## config.mk

```make
export PLATFORM = sky130hd
export DESIGN_NAME = dmx512_universe_transmitter
export DESIGN_NICKNAME = d
export VERILOG_FILES = /design/src/rtl/dmxut_pkg.sv /design/src/rtl/dmxut_front.sv /design/src/rtl/dmxut_queue.sv /design/src/rtl/dmxut_back.sv /design/src/rtl/dmx512_universe_transmitter.sv
export SDC_FILE = /design/constraint.sdc
export NUM_CORES = 2
export LEC_CHECK = 0
export BUFFER_PORTS_ARGS = -buffer_cell sky130_fd_sc_hd__buf_2
export CORE_MARGIN = 10
export CORE_UTILIZATION = 50
export DETAILED_ROUTE_END_ITERATION = 10
export PLACE_DENSITY_LB_ADDON = 0.2
export SLEW_MARGIN = 0
export SYNTH_ARGS = -nofsm -noshare
export SYNTH_HDL_FRONTEND = slang
export SYNTH_HIERARCHICAL = 1
export SYNTH_MEMORY_MAX_BITS = 65536
export SYNTH_SLANG_ARGS = --single-unit
```

## constraint.sdc

```tcl
create_clock -name clk_i -period 10.79 [get_ports clk_i]
set_input_delay 1.079 -clock clk_i [delete_from_list [all_inputs] [get_ports clk_i]]
set_output_delay 1.079 -clock clk_i [all_outputs]
set_load 0.01 [all_outputs]
```

## src/rtl/dmxut_pkg.sv

```systemverilog
// Shared types and constants of the DMX512 universe transmitter.
`timescale 1ns / 1ps
`default_nettype none
package dmxut_pkg;

  localparam int CHANNEL_W = 10;
  localparam int VALUE_W   = 8;
  localparam int PERIOD_W  = 16;

  localparam logic [PERIOD_W-1:0] FRAME_PERIOD_RESET = 16'd6250;

  // start bit, eight data bits, two stop bits
  localparam logic [3:0] BITS_PER_SLOT = 4'd11;

  localparam int QUEUE_DEPTH = 4;
  localparam int QPTR_W      = $clog2(QUEUE_DEPTH);
  localparam int QCNT_W      = $clog2(QUEUE_DEPTH + 1);

  typedef enum logic [1:0] {
    CMD_WRITE     = 2'd0,
    CMD_BAD_WRITE = 2'd1,
    CMD_TICK      = 2'd2
  } cmd_kind_e;

  typedef struct packed {
    cmd_kind_e            kind;
    logic [CHANNEL_W-1:0] channel;
    logic [VALUE_W-1:0]   value;
  } cmd_t;

  // handshake between front and command queue
  typedef struct packed {
    logic push;
    cmd_t cmd;
  } qpush_t;

endpackage
`default_nettype wire

```

## src/rtl/dmxut_front.sv

```systemverilog
// Front end: accepts input beats and classifies them into queue commands.
`timescale 1ns / 1ps
`default_nettype none
module dmxut_front #(
  parameter int SLOT_COUNT = 512
) (
  input  wire logic                            in_valid_i,
  output logic                                 in_ready_o,
  input  wire logic                            mode_i,
  input  wire logic [dmxut_pkg::CHANNEL_W-1:0] channel_i,
  input  wire logic [dmxut_pkg::VALUE_W-1:0]   value_i,
  input  wire logic                            q_full_i,
  input  wire logic                            clearing_i,
  output dmxut_pkg::qpush_t                    qpush_o
);

  logic slot_ok;

  assign slot_ok = (channel_i != '0) &&
                   (channel_i <= dmxut_pkg::CHANNEL_W'(SLOT_COUNT));

  // hold off while the slot memory is being cleared or the queue is full
  assign in_ready_o = !q_full_i && !clearing_i;

  always_comb begin
    qpush_o.push        = in_valid_i && in_ready_o;
    qpush_o.cmd.channel = channel_i;
    qpush_o.cmd.value   = value_i;
    if (mode_i) begin
      qpush_o.cmd.kind = dmxut_pkg::CMD_TICK;
    end else if (slot_ok) begin
      qpush_o.cmd.kind = dmxut_pkg::CMD_WRITE;
    end else begin
      qpush_o.cmd.kind = dmxut_pkg::CMD_BAD_WRITE;
    end
  end

endmodule
`default_nettype wire

```

## src/rtl/dmxut_queue.sv

```systemverilog
// Short command queue between front end and sequencer.
`timescale 1ns / 1ps
`default_nettype none
module dmxut_queue (
  input  wire logic         clk_i,
  input  wire logic         rst_ni,
  input  dmxut_pkg::qpush_t qpush_i,
  output logic              full_o,
  output logic              valid_o,
  input  wire logic         pop_i,
  output dmxut_pkg::cmd_t   cmd_o
);

  dmxut_pkg::cmd_t                 entry_q [dmxut_pkg::QUEUE_DEPTH];
  logic [dmxut_pkg::QPTR_W-1:0]    wr_ptr_q, wr_ptr_d;
  logic [dmxut_pkg::QPTR_W-1:0]    rd_ptr_q, rd_ptr_d;
  logic [dmxut_pkg::QCNT_W-1:0]    count_q, count_d;
  logic                            do_push, do_pop;

  assign full_o  = (count_q == dmxut_pkg::QCNT_W'(dmxut_pkg::QUEUE_DEPTH));
  assign valid_o = (count_q != '0);
  assign cmd_o   = entry_q[rd_ptr_q];
  assign do_push = qpush_i.push && !full_o;
  assign do_pop  = pop_i && valid_o;

  always_comb begin
    wr_ptr_d = do_push ? wr_ptr_q + 1'b1 : wr_ptr_q;
    rd_ptr_d = do_pop  ? rd_ptr_q + 1'b1 : rd_ptr_q;
    count_d  = count_q;
    if (do_push && !do_pop) begin
      count_d = count_q + 1'b1;
    end else if (do_pop && !do_push) begin
      count_d = count_q - 1'b1;
    end
  end

  always_ff @(posedge clk_i or negedge rst_ni) begin
    if (!rst_ni) begin
      wr_ptr_q <= '0;
      rd_ptr_q <= '0;
      count_q  <= '0;
    end else begin
      wr_ptr_q <= wr_ptr_d;
      rd_ptr_q <= rd_ptr_d;
      count_q  <= count_d;
    end
  end

  always_ff @(posedge clk_i) begin
    if (do_push) begin
      entry_q[wr_ptr_q] <= qpush_i.cmd;
    end
  end

endmodule
`default_nettype wire

```

## src/rtl/dmxut_back.sv

```systemverilog
// Back end: slot memory, frame sequencer and result register.
`timescale 1ns / 1ps
`default_nettype none
module dmxut_back #(
  parameter int SLOT_COUNT             = 512,
  parameter int BREAK_TICKS            = 23,
  parameter int MARK_AFTER_BREAK_TICKS = 3
) (
  input  wire logic                           clk_i,
  input  wire logic                           rst_ni,
  input  wire logic                           cfg_we_i,
  input  wire logic [dmxut_pkg::PERIOD_W-1:0] cfg_wdata_i,
  input  wire logic                           q_valid_i,
  input  dmxut_pkg::cmd_t                     cmd_i,
  output logic                                pop_o,
  output logic                                clearing_o,
  output logic                                out_valid_o,
  input  wire logic                           out_ready_i,
  output logic                                line_level_o,
  output logic                                frame_start_o,
  output logic                                write_ignored_o,
  output logic                                busy_res_o
);

  localparam int AW    = (SLOT_COUNT > 1) ? $clog2(SLOT_COUNT) : 1;
  localparam int SW    = $clog2(SLOT_COUNT + 1);
  localparam int MAXPH = (BREAK_TICKS > MARK_AFTER_BREAK_TICKS) ?
                         BREAK_TICKS : MARK_AFTER_BREAK_TICKS;
  localparam int CW    = $clog2(MAXPH);

  typedef enum logic [3:0] {
    PH_IDLE  = 4'b0001,
    PH_BREAK = 4'b0010,
    PH_MAB   = 4'b0100,
    PH_DATA  = 4'b1000
  } phase_e;

  typedef enum logic [1:0] {
    LS_KEEP = 2'd0,
    LS_LOW  = 2'd1,
    LS_HIGH = 2'd2,
    LS_MEM  = 2'd3
  } line_src_e;

  // configuration
  logic [dmxut_pkg::PERIOD_W-1:0] period_q;

  // clearing pass
  logic          clr_active_q, clr_active_d;
  logic [AW-1:0] clr_addr_q, clr_addr_d;

  // sequencer state
  phase_e                         phase_q, phase_d, ph_now;
  logic [CW-1:0]                  cnt_q, cnt_d, cnt_now;
  logic [3:0]                     bit_q, bit_d, bit_inc;
  logic [SW-1:0]                  slot_q, slot_d, slot_m1;
  logic [dmxut_pkg::PERIOD_W-1:0] sfs_q, sfs_d, sfs_inc;

  // memory port
  logic [dmxut_pkg::VALUE_W-1:0]   mem_q [SLOT_COUNT];
  logic [dmxut_pkg::VALUE_W-1:0]   rdata_q;
  logic                            mem_we, mem_re;
  logic [AW-1:0]                   mem_addr;
  logic [dmxut_pkg::VALUE_W-1:0]   mem_wdata;
  logic [dmxut_pkg::CHANNEL_W-1:0] ch_m1;

  // result register
  logic      fire, out_take;
  line_src_e ls_d;
  line_src_e ls_q;
  logic [2:0] bitsel_d, bitsel_q;
  logic       fs_d, fs_q, ign_d, ign_q, busy_d, busy_q;
  logic       out_valid_q, line_last_q;

  assign clearing_o = clr_active_q;
  assign out_take   = out_valid_q && out_ready_i;
  assign fire       = !clr_active_q && q_valid_i && (!out_valid_q || out_ready_i);
  assign pop_o      = fire;
  assign ch_m1      = cmd_i.channel - 1'b1;
  assign slot_m1    = slot_q - 1'b1;
  assign bit_inc    = bit_q + 1'b1;

  always_comb begin
    clr_active_d = clr_active_q;
    clr_addr_d   = clr_addr_q;
    phase_d      = phase_q;
    cnt_d        = cnt_q;
    bit_d        = bit_q;
    slot_d       = slot_q;
    sfs_d        = sfs_q;
    sfs_inc      = sfs_q;
    ph_now       = phase_q;
    cnt_now      = cnt_q;
    mem_we       = 1'b0;
    mem_re       = 1'b0;
    mem_addr     = clr_addr_q;
    mem_wdata    = '0;
    ls_d         = LS_KEEP;
    bitsel_d     = '0;
    fs_d         = 1'b0;
    ign_d        = 1'b0;
    busy_d       = 1'b0;

    if (clr_active_q) begin
      // zero one slot a cycle
      mem_we     = 1'b1;
      clr_addr_d = clr_addr_q + 1'b1;
      if (clr_addr_q == AW'(SLOT_COUNT - 1)) begin
        clr_active_d = 1'b0;
      end
    end else if (fire) begin
      case (cmd_i.kind)
        dmxut_pkg::CMD_WRITE: begin
          mem_we    = 1'b1;
          mem_addr  = ch_m1[AW-1:0];
          mem_wdata = cmd_i.value;
          busy_d    = (phase_q != PH_IDLE);
        end
        dmxut_pkg::CMD_BAD_WRITE: begin
          ign_d  = 1'b1;
          busy_d = (phase_q != PH_IDLE);
        end
        dmxut_pkg::CMD_TICK: begin
          sfs_inc = (sfs_q != '1) ? sfs_q + 1'b1 : sfs_q;
          sfs_d   = sfs_inc;
          if ((phase_q == PH_IDLE) && (sfs_inc >= period_q)) begin
            ph_now  = PH_BREAK;
            cnt_now = '0;
            sfs_d   = '0;
            fs_d    = 1'b1;
          end
          case (ph_now)
            PH_BREAK: begin
              ls_d   = LS_LOW;
              busy_d = 1'b1;
              if (cnt_now == CW'(BREAK_TICKS - 1)) begin
                phase_d = PH_MAB;
                cnt_d   = '0;
              end else begin
                phase_d = PH_BREAK;
                cnt_d   = cnt_now + 1'b1;
              end
            end
            PH_MAB: begin
              ls_d   = LS_HIGH;
              busy_d = 1'b1;
              if (cnt_now == CW'(MARK_AFTER_BREAK_TICKS - 1)) begin
                phase_d = PH_DATA;
                cnt_d   = '0;
                slot_d  = '0;
                bit_d   = '0;
              end else begin
                cnt_d = cnt_now + 1'b1;
              end
            end
            PH_DATA: begin
              busy_d = 1'b1;
              if (bit_q == 4'd0) begin
                ls_d = LS_LOW;
              end else if (bit_q >= 4'd9) begin
                ls_d = LS_HIGH;
              end else if (slot_q == '0) begin
                // start code is all zero
                ls_d = LS_LOW;
              end else begin
                ls_d     = LS_MEM;
                bitsel_d = 3'(bit_q - 4'd1);
                mem_re   = 1'b1;
                mem_addr = slot_m1[AW-1:0];
              end
              if (bit_inc >= dmxut_pkg::BITS_PER_SLOT) begin
                bit_d = '0;
                if (slot_q == SW'(SLOT_COUNT)) begin
                  slot_d  = '0;
                  phase_d = PH_IDLE;
                end else begin
                  slot_d = slot_q + 1'b1;
                end
              end else begin
                bit_d = bit_inc;
              end
            end
            default: begin
              ls_d = LS_HIGH;
            end
          endcase
        end
        default: begin
          ign_d = 1'b0;
        end
      endcase
    end
  end

  always_ff @(posedge clk_i or negedge rst_ni) begin
    if (!rst_ni) begin
      period_q     <= dmxut_pkg::FRAME_PERIOD_RESET;
      clr_active_q <= 1'b1;
      clr_addr_q   <= '0;
      phase_q      <= PH_IDLE;
      cnt_q        <= '0;
      bit_q        <= '0;
      slot_q       <= '0;
      sfs_q        <= '1;
      out_valid_q  <= 1'b0;
      line_last_q  <= 1'b1;
    end else begin
      if (cfg_we_i) begin
        period_q <= cfg_wdata_i;
      end
      clr_active_q <= clr_active_d;
      clr_addr_q   <= clr_addr_d;
      phase_q      <= phase_d;
      cnt_q        <= cnt_d;
      bit_q        <= bit_d;
      slot_q       <= slot_d;
      sfs_q        <= sfs_d;
      if (out_take) begin
        line_last_q <= line_level_o;
      end
      if (fire) begin
        out_valid_q <= 1'b1;
      end else if (out_take) begin
        out_valid_q <= 1'b0;
      end
    end
  end

  always_ff @(posedge clk_i) begin
    if (fire) begin
      ls_q     <= ls_d;
      bitsel_q <= bitsel_d;
      fs_q     <= fs_d;
      ign_q    <= ign_d;
      busy_q   <= busy_d;
    end
  end

  always_ff @(posedge clk_i) begin
    if (mem_we) begin
      mem_q[mem_addr] <= mem_wdata;
    end
    if (mem_re) begin
      rdata_q <= mem_q[mem_addr];
    end
  end

  always_comb begin
    case (ls_q)
      LS_LOW:  line_level_o = 1'b0;
      LS_HIGH: line_level_o = 1'b1;
      LS_MEM:  line_level_o = rdata_q[bitsel_q];
      default: line_level_o = line_last_q;
    endcase
  end

  assign out_valid_o     = out_valid_q;
  assign frame_start_o   = fs_q;
  assign write_ignored_o = ign_q;
  assign busy_res_o      = busy_q;

endmodule
`default_nettype wire

```

## src/rtl/dmx512_universe_transmitter.sv

```systemverilog
// Top level of the DMX512 universe transmitter.
//
//  channel  direction  handshake              payload
//  in       input      in_valid_i/in_ready_o  mode_i, channel_i, value_i
//  out      output     out_valid_o/out_ready_i line_level_o, frame_start_o,
//                                             write_ignored_o, busy_res_o
//  cfg      input      cfg_we_i (no wait)     cfg_wdata_i (frame_period_ticks)
//
// One beat is taken per cycle while in_ready_o is high, and one result beat
// leaves per cycle while out_ready_i is high; the single slot memory port is
// used by at most one item per cycle, which sets that rate. A result beat
// passes through the command queue and then the result register before it is
// offered. After reset the slot memory is zeroed one slot a cycle, with
// in_ready_o low; configuration writes are taken during that pass.
// A stalled output holds the sequencer; up to four more beats wait in the
// command queue before in_ready_o drops.
`timescale 1ns / 1ps
`default_nettype none
module dmx512_universe_transmitter #(
  parameter int SLOT_COUNT             = 512,
  parameter int BREAK_TICKS            = 23,
  parameter int MARK_AFTER_BREAK_TICKS = 3
) (
  input  wire logic                            clk_i,
  input  wire logic                            rst_ni,
  input  wire logic                            cfg_we_i,
  input  wire logic [dmxut_pkg::PERIOD_W-1:0]  cfg_wdata_i,
  input  wire logic                            in_valid_i,
  output logic                                 in_ready_o,
  input  wire logic                            mode_i,
  input  wire logic [dmxut_pkg::CHANNEL_W-1:0] channel_i,
  input  wire logic [dmxut_pkg::VALUE_W-1:0]   value_i,
  output logic                                 out_valid_o,
  input  wire logic                            out_ready_i,
  output logic                                 line_level_o,
  output logic                                 frame_start_o,
  output logic                                 write_ignored_o,
  output logic                                 busy_res_o
);

  dmxut_pkg::qpush_t qpush;
  dmxut_pkg::cmd_t   q_cmd;
  logic              q_full, q_valid, q_pop, clearing;

  // classify beats: tick, write to a real slot, or write to be dropped
  dmxut_front #(
    .SLOT_COUNT (SLOT_COUNT)
  ) u_front (
    .in_valid_i (in_valid_i),
    .in_ready_o (in_ready_o),
    .mode_i     (mode_i),
    .channel_i  (channel_i),
    .value_i    (value_i),
    .q_full_i   (q_full),
    .clearing_i (clearing),
    .qpush_o    (qpush)
  );

  // decouple acceptance from result back-pressure
  dmxut_queue u_queue (
    .clk_i   (clk_i),
    .rst_ni  (rst_ni),
    .qpush_i (qpush),
    .full_o  (q_full),
    .valid_o (q_valid),
    .pop_i   (q_pop),
    .cmd_o   (q_cmd)
  );

  // run slot writes and line ticks in order; the memory is read on the data
  // bit's own tick, so a write ahead of it in the stream is always seen
  dmxut_back #(
    .SLOT_COUNT             (SLOT_COUNT),
    .BREAK_TICKS            (BREAK_TICKS),
    .MARK_AFTER_BREAK_TICKS (MARK_AFTER_BREAK_TICKS)
  ) u_back (
    .clk_i           (clk_i),
    .rst_ni          (rst_ni),
    .cfg_we_i        (cfg_we_i),
    .cfg_wdata_i     (cfg_wdata_i),
    .q_valid_i       (q_valid),
    .cmd_i           (q_cmd),
    .pop_o           (q_pop),
    .clearing_o      (clearing),
    .out_valid_o     (out_valid_o),
    .out_ready_i     (out_ready_i),
    .line_level_o    (line_level_o),
    .frame_start_o   (frame_start_o),
    .write_ignored_o (write_ignored_o),
    .busy_res_o      (busy_res_o)
  );

endmodule
`default_nettype wire

```

==> impl_results.md <==
* GP Congestion at 0.812
* I/O Buffers at 45
* Clock transition at path regs at 60 ps
* Syn nets at 7879
* Critical Path RT at 11490 ps
* Critical path's top delay family: simple AND/OR/NAND/NOR gates
* TNS Setup at 0 ps
* Tcrit/Tclk final at 70.2%
* Max_cap viols at 0
* Antenna viol nets, final at 0
* Most frequent standard cell in the layout excluding fill and tap cells: edfxtp_1
* Global route overflow at 0
* Total CTS buffers at 428
* Clock Path Buffers at 4
* Max frequency at roughly 0.13 GHz
* Nets@finish at 8040
* CTS root buffer: clkbuf_16
* First-pass iteration count of the detailed router at 5
* Mean Syn Cell Area at 21.2 um2
* Pint at 30.6 mW
* Vias after detailed routing at 81700
* RSZ-0062 raised after global routing: false
* P&R area growth vs syn at 11.5%
* Cell Count, Final, Fillers Out at ~13000
* CTS H-tree lvls at 5
* Reg power frac at 45.5%
* Clk pwr share at 33.4%
* GR Util All Layers at between 20 and 25%
* Setup Viol. Count Final at 0
* Largest net degree at the start of global routing at 233
* Critical-path cell list: mux4_1 -> nor3_1 -> nand4_1 -> o311ai_4 -> buf_4 -> buf_4 -> mux4_2 -> a22oi_1 -> a21oi_1 -> nor4_2 -> o2111ai_1 -> nor2_1 -> o31ai_1
* Die Ht at around 600 um
* CTS tree: done
* Gate power share at 21.1%
* Global-route wire length before repair at 599000 um
* DIE WIDTH at 595 um
* Initial DRC Count at between 10000 and 15000
* Initial Util at 50.2%
* Synthesized area at 165000 um2
* Most frequent CP cell: buf_4
* Slowest stage cell on the critical path: nor4_2
* Skew final at 47.6 ps
* Outcome: finished clean
* Sw Ratio at 29.1%
* Most frequent cells in the layout: 4188 x edfxtp_1, 1026 x mux4_2, 535 x nor2_1, 489 x a22oi_1, 432 x clkbuf_16
* Residual DRC count at 0
* Vias per cell at 6.44
* Site row count at 211
* CTS Sinks at 4262
* # IOs at 46
* CP endpoint kind: register
* Crit path time final at 7580 ps
* Delay of the slowest cell on the worst path at 930 ps
* Syn Inst Count at between 7000 and 8000
* Clk_lat worst skew at ~960 ps
* Worst path bufs/invs at 2
* Vias in the first global route at 82100
* Max IR drop VDD at 0.309 mV
* CP startpoint kind: register
* PD cells at 234 nW/um2
* Detailed placement HPWL at 236000 um
* Arr. time, crit path at ~8300 ps
* Number of cells after detailed placement at around 12000
* Headroom to the max-slew limit at 8.95%
* WL per Instance at 32.6 um
* Switching power at 12.6 mW
* Die area at ~350000 um2
* Critical path class: reg2reg
* Post-CTS setup buffers at 0
* YS warnings at 6
* Layout cell share with drive strength beyond 1 at between 20% and 30%
* Initial antenna violation count at 19
* CP max FO at 53
* Drt total wl at 413000 um
* Core area at ~330000 um2
* Min-delay worst type: in2reg
* Fillers at 24200
* Pin slew with the least headroom to its limit at between 1000 and 1500 ps
* Pins over their slew limit at 0
* Final hold violations at 0
* Leak at 63.0 nW
==> final timing paths <==
path	from	to	slack, ps	cells after the start
hold / removal	value_i[4]	u_queue/entry_q[2][4]	350	1
setup / recovery	u_queue/rd_ptr_q[1]	u_back/rdata_q[1]	3210	13
setup reg to reg	u_queue/rd_ptr_q[1]	u_back/rdata_q[1]	3210	13
hold reg to reg	u_back/sfs_q[7]	u_back/sfs_q[7]	480	2
max in group asynchronous	rst_ni	u_back/period_q[4]	9160	3
min in group asynchronous	rst_ni	u_back/out_valid_o	590	2
==> layout make-up <==
class | count | area [um2] | share of cell area [%]
sequential | 4262 | 128000 | 69.3
clock buffer | 534 | 11200 | 6.08
tap | 4366 | 5460 | 2.96
antenna | 2 | 5.00 | 0.00272
multi-input combinational | 2999 | 35400 | 19.2
inverter | 37 | 139 | 0.0754
timing repair buffer | 238 | 2120 | 1.15
clock inverter | 241 | 2330 | 1.27
==> power by group through the flow <==
stage / Combinational [mW] / Sequential [mW] / Clock [mW]
floorplan: 5.51 / 20.6 / 0
global placement: 9.00 / 20.0 / 0
global route: 9.57 / 19.6 / 15.4
detailed placement: 9.14 / 20.0 / 0
finish: 9.12 / 19.6 / 14.4
CTS: 9.15 / 19.6 / 14.7
==> sequential cells by signal (all words and copies together), names as in the netlist, 4 cells and up <==
name / cells
u_back/bit_q: 4
u_back/clr_addr_q: 9
u_back/cnt_q: 5
u_back/mem_q: 4096
u_back/period_q: 16
u_back/phase_q: 4
u_back/rdata_q: 8
u_back/sfs_q: 16
u_back/slot_q: 10
u_queue/entry_q: 76
==> worst register-to-register path: stages, from the launching register on <==
cell and delay, ps:
dfrtp_1 910, mux4_1 560, nor3_1 580, nand4_1 410, o311ai_4 790, buf_4 470
buf_4 720, mux4_2 470, a22oi_1 280, a21oi_1 200, nor4_2 930, o2111ai_1 670
nor2_1 250, o31ai_1 100
==> metrics by stage <==
step	hold slack, ps	cell area (um2)	utilization [%]	total power, mW	setup slack [ps]
finish	352	184000	55.9	43.2	3210
global route	303	184000	55.9	44.6	3030
CTS	265	184000	55.9	43.5	3380
global placement	457	171000	51.8	29.0	3030
floorplan	446	165000	-	26.1	717
detailed placement	468	171000	51.8	29.1	3430
==> routing by layer <==
layer,track usage (%),share of wire [%],vias to the layer above
met5,0,0.022,-
met4,6.46,3.1,8
met3,4.49,9.2,664
met2,35.8,48,3983
met1,33.1,40,44000
li1,-,-,33100
==> repair_timing <==
| action | CTS | global route |
|---|---|---|
| hold buffers | 1 | 0 |
| endpoints found under the hold margin | 17 | 0 |
| resized for setup | 0 | 0 |
(Power assumes the default switching activity.)
